--- config.mk ---
export PLATFORM = sky130hd
export DESIGN_NAME = bbi_front
export DESIGN_NICKNAME = d
export VERILOG_FILES = /design/src/bbi_pkg.sv /design/src/bbi_front.sv
export SDC_FILE = /design/constraint.sdc
export NUM_CORES = 1
export LEC_CHECK = 0
export CAP_MARGIN = 30
export CORE_MARGIN = 5
export CORE_UTILIZATION = 45
export CTS_CLUSTER_SIZE = 8
export DETAILED_ROUTE_END_ITERATION = 8
export DONT_BUFFER_PORTS = 1
export SLEW_MARGIN = 40
export SYNTH_ARGS = -nofsm -noshare
export SYNTH_HDL_FRONTEND = slang
export SYNTH_SLANG_ARGS = --single-unit
--- constraint.sdc ---
create_clock -name i_clk -period 9.6 [get_ports i_clk]
set_clock_uncertainty 0.1 [all_clocks]
set_input_delay 0.48 -clock i_clk [delete_from_list [all_inputs] [get_ports i_clk]]
set_output_delay 0.48 -clock i_clk [all_outputs]
set_load 0.05 [all_outputs]
--- src/bbi_pkg.sv ---
// ----------------------------------------------------------------------------
// bbi_pkg
// Shared types and fixed-point constants of the bicubic B-spline interpolator.
// ----------------------------------------------------------------------------
`default_nettype none

package bbi_pkg;

    // field widths
    localparam int SAMPLE_BITS = 16;
    localparam int FRAC_BITS   = 16;
    localparam int GUARD_BITS  = 4;
    localparam int ROW_BITS    = 2;

    // row codes
    localparam logic [ROW_BITS-1:0] ROW_TOP    = 2'd0;
    localparam logic [ROW_BITS-1:0] ROW_UPPER  = 2'd1;
    localparam logic [ROW_BITS-1:0] ROW_LOWER  = 2'd2;
    localparam logic [ROW_BITS-1:0] ROW_BOTTOM = 2'd3;

    // row queue between front and back
    localparam int QUEUE_DEPTH = 2;
    localparam int QPTR_BITS   = (QUEUE_DEPTH > 1) ? $clog2(QUEUE_DEPTH) : 1;
    localparam int QCNT_BITS   = $clog2(QUEUE_DEPTH + 1);

    // offset arithmetic: an offset and its complement range over 0..2^FRAC_BITS
    localparam int UNIT_BITS = FRAC_BITS + 1;
    localparam int SQ_BITS   = 2 * UNIT_BITS;
    localparam logic [UNIT_BITS-1:0] UNIT_ONE   = UNIT_BITS'(1) << FRAC_BITS;
    localparam logic [SQ_BITS-1:0]   ROUND_HALF = SQ_BITS'(1) << (FRAC_BITS - 1);

    // weights are scaled by 6 * 2^FRAC_BITS, signed
    localparam int W_BITS = FRAC_BITS + 4;
    localparam logic signed [W_BITS-1:0] W_ONE  = W_BITS'(1) <<< FRAC_BITS;
    localparam logic signed [W_BITS-1:0] W_FOUR = W_BITS'(4) <<< FRAC_BITS;
    localparam logic signed [W_BITS-1:0] W_SIX  = W_BITS'(6) <<< FRAC_BITS;

    // row reduction: divide by 6 * 2^(FRAC_BITS-GUARD_BITS) = 3 * 2^ROW_SHIFT
    localparam int PROD_BITS   = SAMPLE_BITS + W_BITS;
    localparam int ROWSUM_BITS = PROD_BITS + 2;
    localparam int ROW_SHIFT   = FRAC_BITS - GUARD_BITS + 1;
    localparam logic [ROWSUM_BITS:0] ROW_HALF = (ROWSUM_BITS + 1)'(3) << (ROW_SHIFT - 1);

    // shared divide-by-three unit (reciprocal multiply plus one correction)
    localparam int DIV_IN_BITS   = ROWSUM_BITS + 1 - ROW_SHIFT;
    localparam int DIV_SHIFT     = DIV_IN_BITS + 2;
    localparam int DIV_PROD_BITS = DIV_IN_BITS + DIV_SHIFT;
    localparam logic [DIV_SHIFT-1:0] DIV_MULT = DIV_SHIFT'((64'd1 << DIV_SHIFT) / 3);

    // accumulation and final scaling: divide by 6 * 2^(FRAC_BITS+GUARD_BITS)
    localparam int RN_BITS    = SAMPLE_BITS + GUARD_BITS + 1;
    localparam int TERM_BITS  = RN_BITS + W_BITS;
    localparam int ACC_BITS   = 64;
    localparam int OUT_SHIFT  = FRAC_BITS + GUARD_BITS + 1;
    localparam int OUT_X_BITS = ACC_BITS + 1 - OUT_SHIFT;
    localparam logic [ACC_BITS:0]     OUT_HALF = (ACC_BITS + 1)'(3) << (OUT_SHIFT - 1);
    localparam logic [OUT_X_BITS-1:0] SAT_LIM  = OUT_X_BITS'(3) << (SAMPLE_BITS - 1);

    localparam logic signed [SAMPLE_BITS-1:0] SAMPLE_MAX = {1'b0, {(SAMPLE_BITS-1){1'b1}}};
    localparam logic signed [SAMPLE_BITS-1:0] SAMPLE_MIN = {1'b1, {(SAMPLE_BITS-1){1'b0}}};

    // one queued row
    typedef struct packed {
        logic [ROW_BITS-1:0]           row;
        logic                          start;
        logic                          finish;
        logic [FRAC_BITS-1:0]          frac_x;
        logic [FRAC_BITS-1:0]          frac_y;
        logic signed [SAMPLE_BITS-1:0] sample_0;
        logic signed [SAMPLE_BITS-1:0] sample_1;
        logic signed [SAMPLE_BITS-1:0] sample_2;
        logic signed [SAMPLE_BITS-1:0] sample_3;
    } t_entry;

    // four spline weights of one offset
    typedef struct packed {
        logic signed [W_BITS-1:0] w0;
        logic signed [W_BITS-1:0] w1;
        logic signed [W_BITS-1:0] w2;
        logic signed [W_BITS-1:0] w3;
    } t_weights;

    // weights of a zero offset
    localparam t_weights WEIGHTS_AT_ZERO = '{
        w0: W_ONE,
        w1: W_FOUR,
        w2: W_ONE,
        w3: W_BITS'(0)
    };

    // back-end sequencer
    typedef enum logic [3:0] {
        B_IDLE,
        B_W1,
        B_W2,
        B_W3,
        B_MUL,
        B_SUM,
        B_REC,
        B_FIX,
        B_WMUL,
        B_ACC,
        B_OSCALE,
        B_OREC,
        B_OFIX
    } t_back_state;

endpackage

`default_nettype wire

--- src/bbi_front.sv ---
// ----------------------------------------------------------------------------
// bbi_front
// Accepts row transactions, tags start and finish rows and holds them in a
// short queue until the back end takes them.
// ----------------------------------------------------------------------------
`default_nettype none

module bbi_front (
    input  logic                                   i_clk,
    input  logic                                   i_rst_n,
    input  logic                                   i_valid,
    output logic                                   o_stall,
    input  logic [bbi_pkg::ROW_BITS-1:0]           i_row_index,
    input  logic [bbi_pkg::FRAC_BITS-1:0]          i_frac_x,
    input  logic [bbi_pkg::FRAC_BITS-1:0]          i_frac_y,
    input  logic signed [bbi_pkg::SAMPLE_BITS-1:0] i_sample_0,
    input  logic signed [bbi_pkg::SAMPLE_BITS-1:0] i_sample_1,
    input  logic signed [bbi_pkg::SAMPLE_BITS-1:0] i_sample_2,
    input  logic signed [bbi_pkg::SAMPLE_BITS-1:0] i_sample_3,
    output bbi_pkg::t_entry                        o_head,
    output logic                                   o_head_valid,
    input  logic                                   i_pop
);

    bbi_pkg::t_entry                  r_queue [bbi_pkg::QUEUE_DEPTH];
    logic [bbi_pkg::QPTR_BITS-1:0]    r_wr_ptr;
    logic [bbi_pkg::QPTR_BITS-1:0]    r_rd_ptr;
    logic [bbi_pkg::QCNT_BITS-1:0]    r_count;
    logic [bbi_pkg::QPTR_BITS-1:0]    n_wr_ptr;
    logic [bbi_pkg::QPTR_BITS-1:0]    n_rd_ptr;
    logic [bbi_pkg::QCNT_BITS-1:0]    n_count;
    logic                             w_push;
    bbi_pkg::t_entry                  w_entry;

    // classify the incoming row
    always_comb begin
        w_entry.row      = i_row_index;
        w_entry.start    = (i_row_index == bbi_pkg::ROW_TOP);
        w_entry.finish   = (i_row_index == bbi_pkg::ROW_BOTTOM);
        w_entry.frac_x   = i_frac_x;
        w_entry.frac_y   = i_frac_y;
        w_entry.sample_0 = i_sample_0;
        w_entry.sample_1 = i_sample_1;
        w_entry.sample_2 = i_sample_2;
        w_entry.sample_3 = i_sample_3;
    end

    // queue status
    assign o_stall      = (r_count == bbi_pkg::QCNT_BITS'(bbi_pkg::QUEUE_DEPTH));
    assign w_push       = i_valid && !o_stall;
    assign o_head       = r_queue[r_rd_ptr];
    assign o_head_valid = (r_count != '0);

    // pointer and count update
    always_comb begin
        n_wr_ptr = r_wr_ptr;
        n_rd_ptr = r_rd_ptr;
        n_count  = r_count;
        if (w_push) begin
            n_wr_ptr = (r_wr_ptr == bbi_pkg::QPTR_BITS'(bbi_pkg::QUEUE_DEPTH - 1)) ?
                       '0 : r_wr_ptr + 1'b1;
        end
        if (i_pop) begin
            n_rd_ptr = (r_rd_ptr == bbi_pkg::QPTR_BITS'(bbi_pkg::QUEUE_DEPTH - 1)) ?
                       '0 : r_rd_ptr + 1'b1;
        end
        if (w_push && !i_pop) begin
            n_count = r_count + 1'b1;
        end else if (i_pop && !w_push) begin
            n_count = r_count - 1'b1;
        end
    end

    always_ff @(posedge i_clk) begin
        if (!i_rst_n) begin
            r_wr_ptr <= '0;
            r_rd_ptr <= '0;
            r_count  <= '0;
        end else begin
            r_wr_ptr <= n_wr_ptr;
            r_rd_ptr <= n_rd_ptr;
            r_count  <= n_count;
        end
    end

    // queue storage
    always_ff @(posedge i_clk) begin
        if (w_push) begin
            r_queue[r_wr_ptr] <= w_entry;
        end
    end

endmodule

`default_nettype wire

==> reports/qor.csv, run 1 <==
metric,value,unit
max_slew headroom,0.509,
dpl hpwl,8290,um
unrepaired setup endpoints after global routing,no,
"Clk Latency, worst-skew pair",0.50,ns
syn_area_per_cell,22.2,um2
Final Hold Fails,0,
Nets,564,
pin count of the biggest net entering global routing,55,
R2R cell count,3,
Lkg Pwr,3.17,nW
dpl cells,551,
"Warnings, synthesis",0,
Clk Tree Root Cell,clkbuf_16,
CTS Buf Count,29,
first-pass GRT wire length,20900,um
critical path launch point type,register,
Post-CTS Resized,0,
port bufs,0,
row cnt,47,
IO Pins,204,
"Remaining Overflow, GRT",0,
starting density of the core,0.455,
Least-Margin Pin Slew,0.736,ns
CP Data Arrival Time,2.52,ns
DR WL/cell,19.4,um
Worst-path clk slew,0.05,ns
Filler cells,1196,
syn nets,441,
Max clock buf depth,3,
clk sink count,205,
share of layout cells above drive strength 1,0.297,
Synth top area share,0.801,
"antenna viol nets, final",0,
Hold Path Class,in2reg,
total power,0.00242,W
Hold Path Depth,1,
DR pass1 iterations,4,
MaxCap Viol Count,0,
Final Max Tran Viols,0,
H-tree Lvls,1,
Synth area leaders,"edfxtp_1 80%, mux2_2 15%, buf_6 1.5%",
WS Path Type,reg2out,
crit end category,output port,
min Tclk post-route,3.10,ns
worst vdd ir,0.198,mV
Fmax,322,MHz
Yosys reg bits,205,
die area,19300,um2
"most common cell after layout, fill and taps aside",edfxtp_1,
count of cell types in the netlist,21,
worst hold start,i_row_index[0],
DRT iter0 DRCs,135,
total number of vias,3444,
Total GRT Usage,0.134,
CTS tree,yes,
Die Y,139,um
power density relative to cell area,256,nW/um2
fin util,0.575,
# diodes,0,
Synth area leader,edfxtp_1,
Synth Instances,338,
DIE WIDTH,139,um
GPL Wtd Cong,0.730,
post-synth design cell area,7500,um2
drt total wl,13400,um
antenna violations before repair,0,
area delta synth->final,26.3,%
sequential area share after synthesis,0.814,
fin crit share,0.323,
via-per-instance ratio,4.98,
"Req. time, crit path",9.02,ns
Core Area,16500,um2
"commonest cells after routing, fill and taps aside","200 x edfxtp_1, 100 x mux2_2, 99 x dlygate4sd3_1",
"critical path fanouts, max",53,
status,finished clean,
vias in the first global route,3839,
Worst R2R Start,r_count[0]$_SDFFE_PN0P_,
Setup Viol. Count Final,0,
Setup TNS Final,0,ns
post-route insts no fill,691,
Remaining DRCs,0,
==> synth_stat cells <==
cell,instances
edfxtp_1,200
mux2_2,100
buf_6,10
dfxtp_1,5
and2_1,4
inv_1,2
nor2_1,2
xor2_1,2
a21boi_0,1
a21boi_1,1
and3_1,1
buf_4,1
ha_1,1
inv_2,1
nand2b_1,1
nor3_2,1
o21a_1,1
o21ai_0,1
or2_2,1
or3_1,1
xnor2_1,1
==> per-layer routing <==
| layer | share of wire | up-vias | routed length [um] | GRT usage |
|---|---|---|---|---|
| met3 | 0.096 | 22 | 1290 | 0.0659 |
| met1 | 0.39 | 1701 | 5200 | 0.145 |
| li1 | - | 1576 | - | - |
| met2 | 0.50 | 145 | 6690 | 0.237 |
| met5 | 0 | - | 0 | 0.00251 |
| met4 | 0.019 | 0 | 251 | 0.0330 |
==> where the power goes <==
group          internal (W)  switching (W)
combinational      0.000102       0.000339
sequential          0.00109      0.0000280
clock              0.000541       0.000324
==> registers in the layout (all words and copies together) (netlist names), named ones only <==
register and flops:
r_count 2, r_queue 200, r_wr_ptr 1, r_rd_ptr 1
==> kinds of logic after synthesis <==
| family | share of synthesized area |
|---|---|
| xor gates and xnor gates | 0.00351 |
| muxes | 0.150 |
| adders and majority gates | 0.00167 |
| and+or+nand+nor | 0.00901 |
| DFF | 0.814 |
| AOI/OAI and AO/OA | 0.00367 |
| buffers and inverters | 0.0175 |
==> stage by stage <==
step	setup slack (ns)	hold WS, ns	area [um2]
6_report	6.50	0.0944	9470
5_1_grt	6.33	0.0696	9470
4_1_cts	6.43	0.0587	9470
3_5_place_dp	6.98	0.405	7700
3_3_place_gp	7.04	0.377	7700
2_1_floorplan	4.42	0.366	7500
==> path summary, 6_finish.rpt <==
| check | endpoint | slack, ns |
|---|---|---|
| setup / recovery | o_head[63] | 6.50 |
| hold / removal | r_queue[0][97]$_DFFE_PP_ | 0.09 |
| setup reg to reg | r_queue[1][23]$_DFFE_PP_ | 7.17 |
| hold reg to reg | r_count[1]$_SDFFE_PN0P_ | 0.41 |
==> critical path, cell delays in order (launching register included) <==
cell	delay, ns
dfxtp_4	0.76
buf_4	0.65
mux2_2	0.54
==> layout make-up <==
class	instances	area, um2	area share
inverters	3	11.3	0.00119
repair buffers	103	1020	0.108
clock buffers	39	763	0.0806
well taps	220	275	0.0291
clock inverters	2	13.8	0.00145
flip-flops and latches	205	6110	0.645
multi-input cells	119	1270	0.134
==> timing repair <==
| action | CTS | global route |
|---|---|---|
| endpoints found under the hold margin | 201 | 0 |
| setup buffers | 0 | 0 |
| hold buffers | 99 | 0 |
Power figures use the tool's default switching activity.
==> inputs of run 2 (changes only) <==
Clock period 9.6 ns to 2.8 ns, I/O delays scaled along.
==> run 2 against run 1 <==
Against the previous run:
- highest routed layer unchanged
- global-route usage grew 0.53 points
- power grew to 3.4 times the previous value
- hold slack lost 0.053 ns
- sequential share of layout area shrank 0.53 points
- critical path depth is the same
- sequential power grew to 3.4 times the previous value
- non-clock buffer count grew 4
- first-iteration DRC count grew 2.2%
- worst setup slack lost 6.0 ns
==> reports/qor.csv, run 2 (synthesized netlist as in run 1, its figures left out) <==
metric,value,unit,change
"most common cell after layout, fill and taps aside",edfxtp_1,,
unrepaired setup endpoints after global routing,no,,
post-route insts no fill,694,,+0.43%
multi-input logic area,1280,um2,+0.59%
power density relative to cell area,873,nW/um2,+240%
DRT iter0 DRCs,138,,+2.2%
"commonest cells after routing, fill and taps aside","200 x edfxtp_1, 101 x dlygate4sd3_1, 100 x mux2_2",,
share of layout cells above drive strength 1,0.302,,+0.00445
register bank with the most flops,r_queue,,
DR pass1 iterations,4,,unchanged
Fmax,431,MHz,
"antenna viol nets, final",0,,unchanged
crit end category,output port,,
Max clock buf depth,3,,unchanged
Largest regs,"r_queue (200), r_count (2)",,
via-per-instance ratio,4.99,,+0.12%
Worst-path clk slew,0.05,ns,about the same
dpl cell area,7770,um2,+0.89%
"Req. time, crit path",2.56,ns,-6.46 ns
Nets,568,,+0.71%
Setup Viol. Count Final,0,,unchanged
total power,0.00834,W,+240%
area delta synth->final,27.3,%,
CTS Buf Count,29,,unchanged
Die Y,139,um,unchanged
Hold WS,0.0410,ns,-0.0534 ns
max_slew headroom,0.603,,+0.0938
Least-Margin Pin Slew,0.595,ns,-0.141 ns
first-pass GRT wire length,21600,um,+3.3%
number of flip-flops in the largest register,200,,unchanged
fin util,0.580,,+0.00486
WS Path Type,reg2out,,
vias in the first global route,3819,,-0.52%
clk sink count,205,,unchanged
Filler cells,1209,,+1.1%
min Tclk post-route,2.32,ns,
"Remaining Overflow, GRT",0,,unchanged
Worst R2R Start,r_count[0]$_SDFFE_PN0P_,,
H-tree Lvls,1,,unchanged
antenna violations before repair,0,,unchanged
DR WL/cell,20.2,um,+4.2%
GPL Wtd Cong,0.714,,-2.1%
Core Area,16500,um2,unchanged
dpl cells,553,,+0.36%
Remaining DRCs,0,,unchanged
Clk Tree Root Cell,clkbuf_16,,
Register Area,6110,um2,about the same
fin crit share,0.829,,
"Clk Latency, worst-skew pair",0.51,ns,about the same
Final Max Tran Viols,0,,unchanged
Total GRT Usage,0.140,,+0.00529
status,finished clean,,
DIE WIDTH,139,um,unchanged
worst hold start,i_valid,,
total number of vias,3463,,+0.55%
pin count of the biggest net entering global routing,59,,+7.3%
dpl hpwl,8660,um,+4.4%
port bufs,0,,unchanged
IO Pins,204,,unchanged
Hold Path Class,in2reg,,
post-route cell area,9550,um2,+0.85%
row cnt,47,,unchanged
Final Hold Fails,0,,unchanged
CP Data Arrival Time,2.08,ns,-0.44 ns
Setup Buffers After CTS,0,,unchanged
# diodes,0,,unchanged
worst vdd ir,0.667,mV,+240%
MaxCap Viol Count,0,,unchanged
critical path launch point type,register,,
drt total wl,14000,um,+4.6%
"critical path fanouts, max",30,,-43%
Lkg Pwr,3.20,nW,+0.97%
die area,19300,um2,unchanged
starting density of the core,0.455,,unchanged
CTS tree,yes,,
==> run 2: cell count changes in the layout (fill, tap and decap cells not counted) <==
cell,before,now
inv_6,1,0
nand2b_4,0,1
inv_8,0,1
dlygate4sd3_1,99,101
nand2b_1,1,0
dfxtp_2,0,1
dfxtp_1,4,3
inv_2,1,0
buf_12,0,3
buf_4,4,3
==> run 2: area by class of cell <==
type                            count  area share
Clock buffer                       39      0.0800
Timing Repair Buffer              107       0.115
Sequential cell                   205       0.640
Inverter                            3     0.00197
Tap cell                          220      0.0288
Multi-Input combinational cell    119       0.134
Clock inverter                      1    0.000524
==> run 2: critical path, cell delays in order (launching register included) <==
cell	delay [ns]
dfxtp_4	0.59
buf_4	0.43
mux2_2	0.52
==> run 2: report_power, final <==
part	internal [W]	leakage (nW)	total, W	switching (W)
Sequential	0.00373	1.91	0.00382	0.0000871
Clock	0.00185	0.373	0.00295	0.00110
Combinational	0.000376	0.920	0.00157	0.00119
Total	0.00596	3.20	0.00834	0.00238
==> run 2: repair_timing <==
| action | in CTS | in global routing |
|---|---|---|
| resized for setup | 0 | 0 |
| hold buffers | 101 | 0 |
| hold endpoints to repair | 205 | 0 |
| setup endpoints to repair | 0 | 0 |
==> run 2: metrics by stage <==
| stage | setup TNS [ns] | setup slack, ns |
|---|---|---|
| 2_1_floorplan | -72.93 | -0.723 |
| 3_3_place_gp | 0 | 0.948 |
| 3_5_place_dp | 0 | 0.931 |
| 4_1_cts | 0 | 0.415 |
| 5_1_grt | 0 | 0.359 |
| 6_report | 0 | 0.479 |
==> run 2: path summary, 6_finish.rpt <==
| path | end | depth (start not counted) | slack, ns |
|---|---|---|---|
| max reg2reg | r_wr_ptr$_SDFFE_PN0N_ | 6 | 0.56 |
| min reg2reg | r_count[1]$_SDFFE_PN0P_ | 2 | 0.45 |
| max | o_head[5] | 2 | 0.48 |
| min | r_queue[1][16]$_DFFE_PP_ | 1 | 0.04 |
==> run 2: layer usage <==
metal	wire length (um)	global-route usage	up-vias
li1	-	-	1589
met4	345	0.0474	0
met1	5400	0.161	1692
met3	1240	0.0590	29
met5	0	0	-
met2	7070	0.236	153
==> inputs of run 3 (changes only) <==
Clock period 2.8 ns to 2.3 ns, I/O delays scaled along.
==> run 3 against run 2 <==
Against the previous run:
- flip-flop and latch count unchanged
- first-iteration DRC count grew 1.4%
- utilization is 0.43 points higher
- hold slack got worse by 0.0052 ns
- non-clock buffer count increased by 2
- power grew 22%
- routed wire length is 2.6% lower
- global-route usage down 0.38 points
- count of clock-buffer cells in the layout up 2
- worst setup slack got worse by 0.25 ns
- via count hardly changed
- critical path type unchanged
==> reports/qor.csv, run 3 (synthesized netlist as in run 1, its figures left out) <==
metric,value,unit,change
number of flip-flops in the largest register,200,,unchanged
# diodes,0,,unchanged
Least-Margin Pin Slew,0.354,ns,-0.241 ns
Core Area,16500,um2,unchanged
total number of vias,3466,,+0.087%
DIE WIDTH,139,um,unchanged
worst vdd ir,0.729,mV,+9.3%
"commonest cells after routing, fill and taps aside","200 x edfxtp_1, 102 x dlygate4sd3_1, 100 x mux2_2",,
R2R cell count,4,,-2
Post-CTS Resized,0,,unchanged
first-pass GRT wire length,21000,um,-3.1%
Lkg Pwr,3.23,nW,+0.83%
crit-path cells,buf_12 > mux2_2,,
Final Hold Fails,0,,unchanged
Setup Viol. Count Final,0,,unchanged
unrepaired setup endpoints after global routing,no,,
CP Data Arrival Time,1.86,ns,-0.22 ns
CTS tree,yes,,
vias in the first global route,3865,,+1.2%
dpl ws,0.602,ns,-0.329 ns
via-per-instance ratio,4.96,,-0.63%
register bank with the most flops,r_queue,,
Remaining DRCs,0,,unchanged
Setup WS post-layout,0.225,ns,-0.254 ns
Largest regs,"r_queue (200), r_count (2)",,
"Clk Latency, worst-skew pair",0.51,ns,about the same
"antenna viol nets, final",0,,unchanged
Nets,570,,+0.35%
MaxCap Viol Count,0,,unchanged
min Tclk post-route,2.08,ns,
DRT iter0 DRCs,140,,+1.4%
WHS Endpoint,r_queue[0][16]$_DFFE_PP_,,
"Req. time, crit path",2.09,ns,-0.47 ns
GPL Wtd Cong,0.702,,-1.7%
dpl hpwl,8580,um,-0.92%
"most common cell after layout, fill and taps aside",edfxtp_1,,
H-tree Lvls,1,,unchanged
pin count of the biggest net entering global routing,62,,+5.1%
"critical path fanouts, max",42,,+40%
Hold Path Class,in2reg,,
critical path launch point type,register,,
die area,19300,um2,unchanged
"slowest stage delay, CP",0.52,ns,-0.07 ns
Die Y,139,um,unchanged
drt total wl,13700,um,-2.6%
Hold Path Depth,3,,+2
Worst R2R Start,r_count[0]$_SDFFE_PN0P_,,
status,finished clean,,
Buffers & Inverters on Critical Path,1,,unchanged
antenna violations before repair,0,,unchanged
power density relative to cell area,1060,nW/um2,+21%
DR WL/cell,19.6,um,-3.3%
Hold WS,0.0358,ns,-0.00517 ns
DR pass1 iterations,4,,unchanged
area delta synth->final,28.3,%,
dpl cell area,7810,um2,+0.58%
capture point of the worst reg-to-reg path,r_queue[0][90]$_DFFE_PP_,,
starting density of the core,0.455,,unchanged
Total GRT Usage,0.136,,-0.00376
row cnt,47,,unchanged
WS Path Type,reg2out,,
reg2reg setup slack,0.60,ns,+0.04 ns
share of layout cells above drive strength 1,0.303,,+0.00103
IO Pins,204,,unchanged
fin crit share,0.902,,
port bufs,0,,unchanged
Fmax,482,MHz,
Clk Tree Root Cell,clkbuf_16,,
clk sink count,205,,unchanged
Worst-path clk slew,0.05,ns,about the same
worst hold start,i_valid,,
"Remaining Overflow, GRT",0,,unchanged
Final Max Tran Viols,0,,unchanged
crit end category,output port,,
CTS Buf Count,29,,unchanged
post-route cell area,9620,um2,+0.75%
max_slew headroom,0.764,,+0.161
"slowest stage cell, crit path",dfxtp_4,,
Max clock buf depth,3,,unchanged
Top delay family on crit path,flip-flops,,
-- run 3: through the flow --
stage / power, W / setup TNS, ns / std cells / util
after floorplan: 0.00629 / -125.83 / 338 / -
after global placement: 0.00648 / 0 / 554 / 0.474
after detailed placement: 0.00650 / 0 / 554 / 0.474
after CTS: 0.0103 / 0 / 699 / 0.584
after global routing: 0.0106 / 0 / 699 / 0.584
final: 0.0102 / 0 / 699 / 0.584
-- run 3: worst max-delay path by stage --
stage                                       start                        to  slack, ns  depth (start not counted)
after CTS                                register                o_head[90]       0.19                          2
after detailed placement  r_count[0]$_SDFFE_PN0P_   r_queue[0][6]$_DFFE_PP_       0.60                          4
after floorplan           r_count[0]$_SDFFE_PN0P_   r_queue[0][0]$_DFFE_PP_      -1.22                          3
after global placement    r_count[0]$_SDFFE_PN0P_  r_queue[0][82]$_DFFE_PP_       0.64                          4
final                                    register                o_head[90]       0.22                          2
after global routing                     register                o_head[90]       0.14                          2
-- run 3: what timing repair did --
action | 4_1_cts | 5_1_grt
hold buffers | 102 | 0
hold endpoints to repair | 219 | 0
buffers inserted | 0 | 0
-- run 3: cell type report --
| class | count | area, um2 |
|---|---|---|
| fill | 1203 | 6850 |
| sequential | 205 | 6110 |
| multi-input combinational | 119 | 1280 |
| timing repair buffer | 109 | 1150 |
| clock buffer | 41 | 771 |
| tap | 220 | 275 |
| inverter | 3 | 18.8 |
| clock inverter | 2 | 13.8 |
-- run 3: worst register-to-register path: stages (launching register included) --
cell and delay, ns:
dfxtp_2 0.36, nand2b_4 0.17, inv_8 0.07, nor3_4 0.27, buf_12 0.32
-- run 3: power breakdown --
group          switching (W)  internal, W
clock network        0.00135      0.00227
registers          0.0000937      0.00454
logic                0.00147     0.000478
-- run 3: metal layers --
layer | GRT usage | share of wire | vias to the layer above
met5 | 0 | 0 | -
met3 | 0.0548 | 0.086 | 25
met1 | 0.153 | 0.38 | 1714
met2 | 0.233 | 0.51 | 135
li1 | - | - | 1592
met4 | 0.0494 | 0.023 | 0
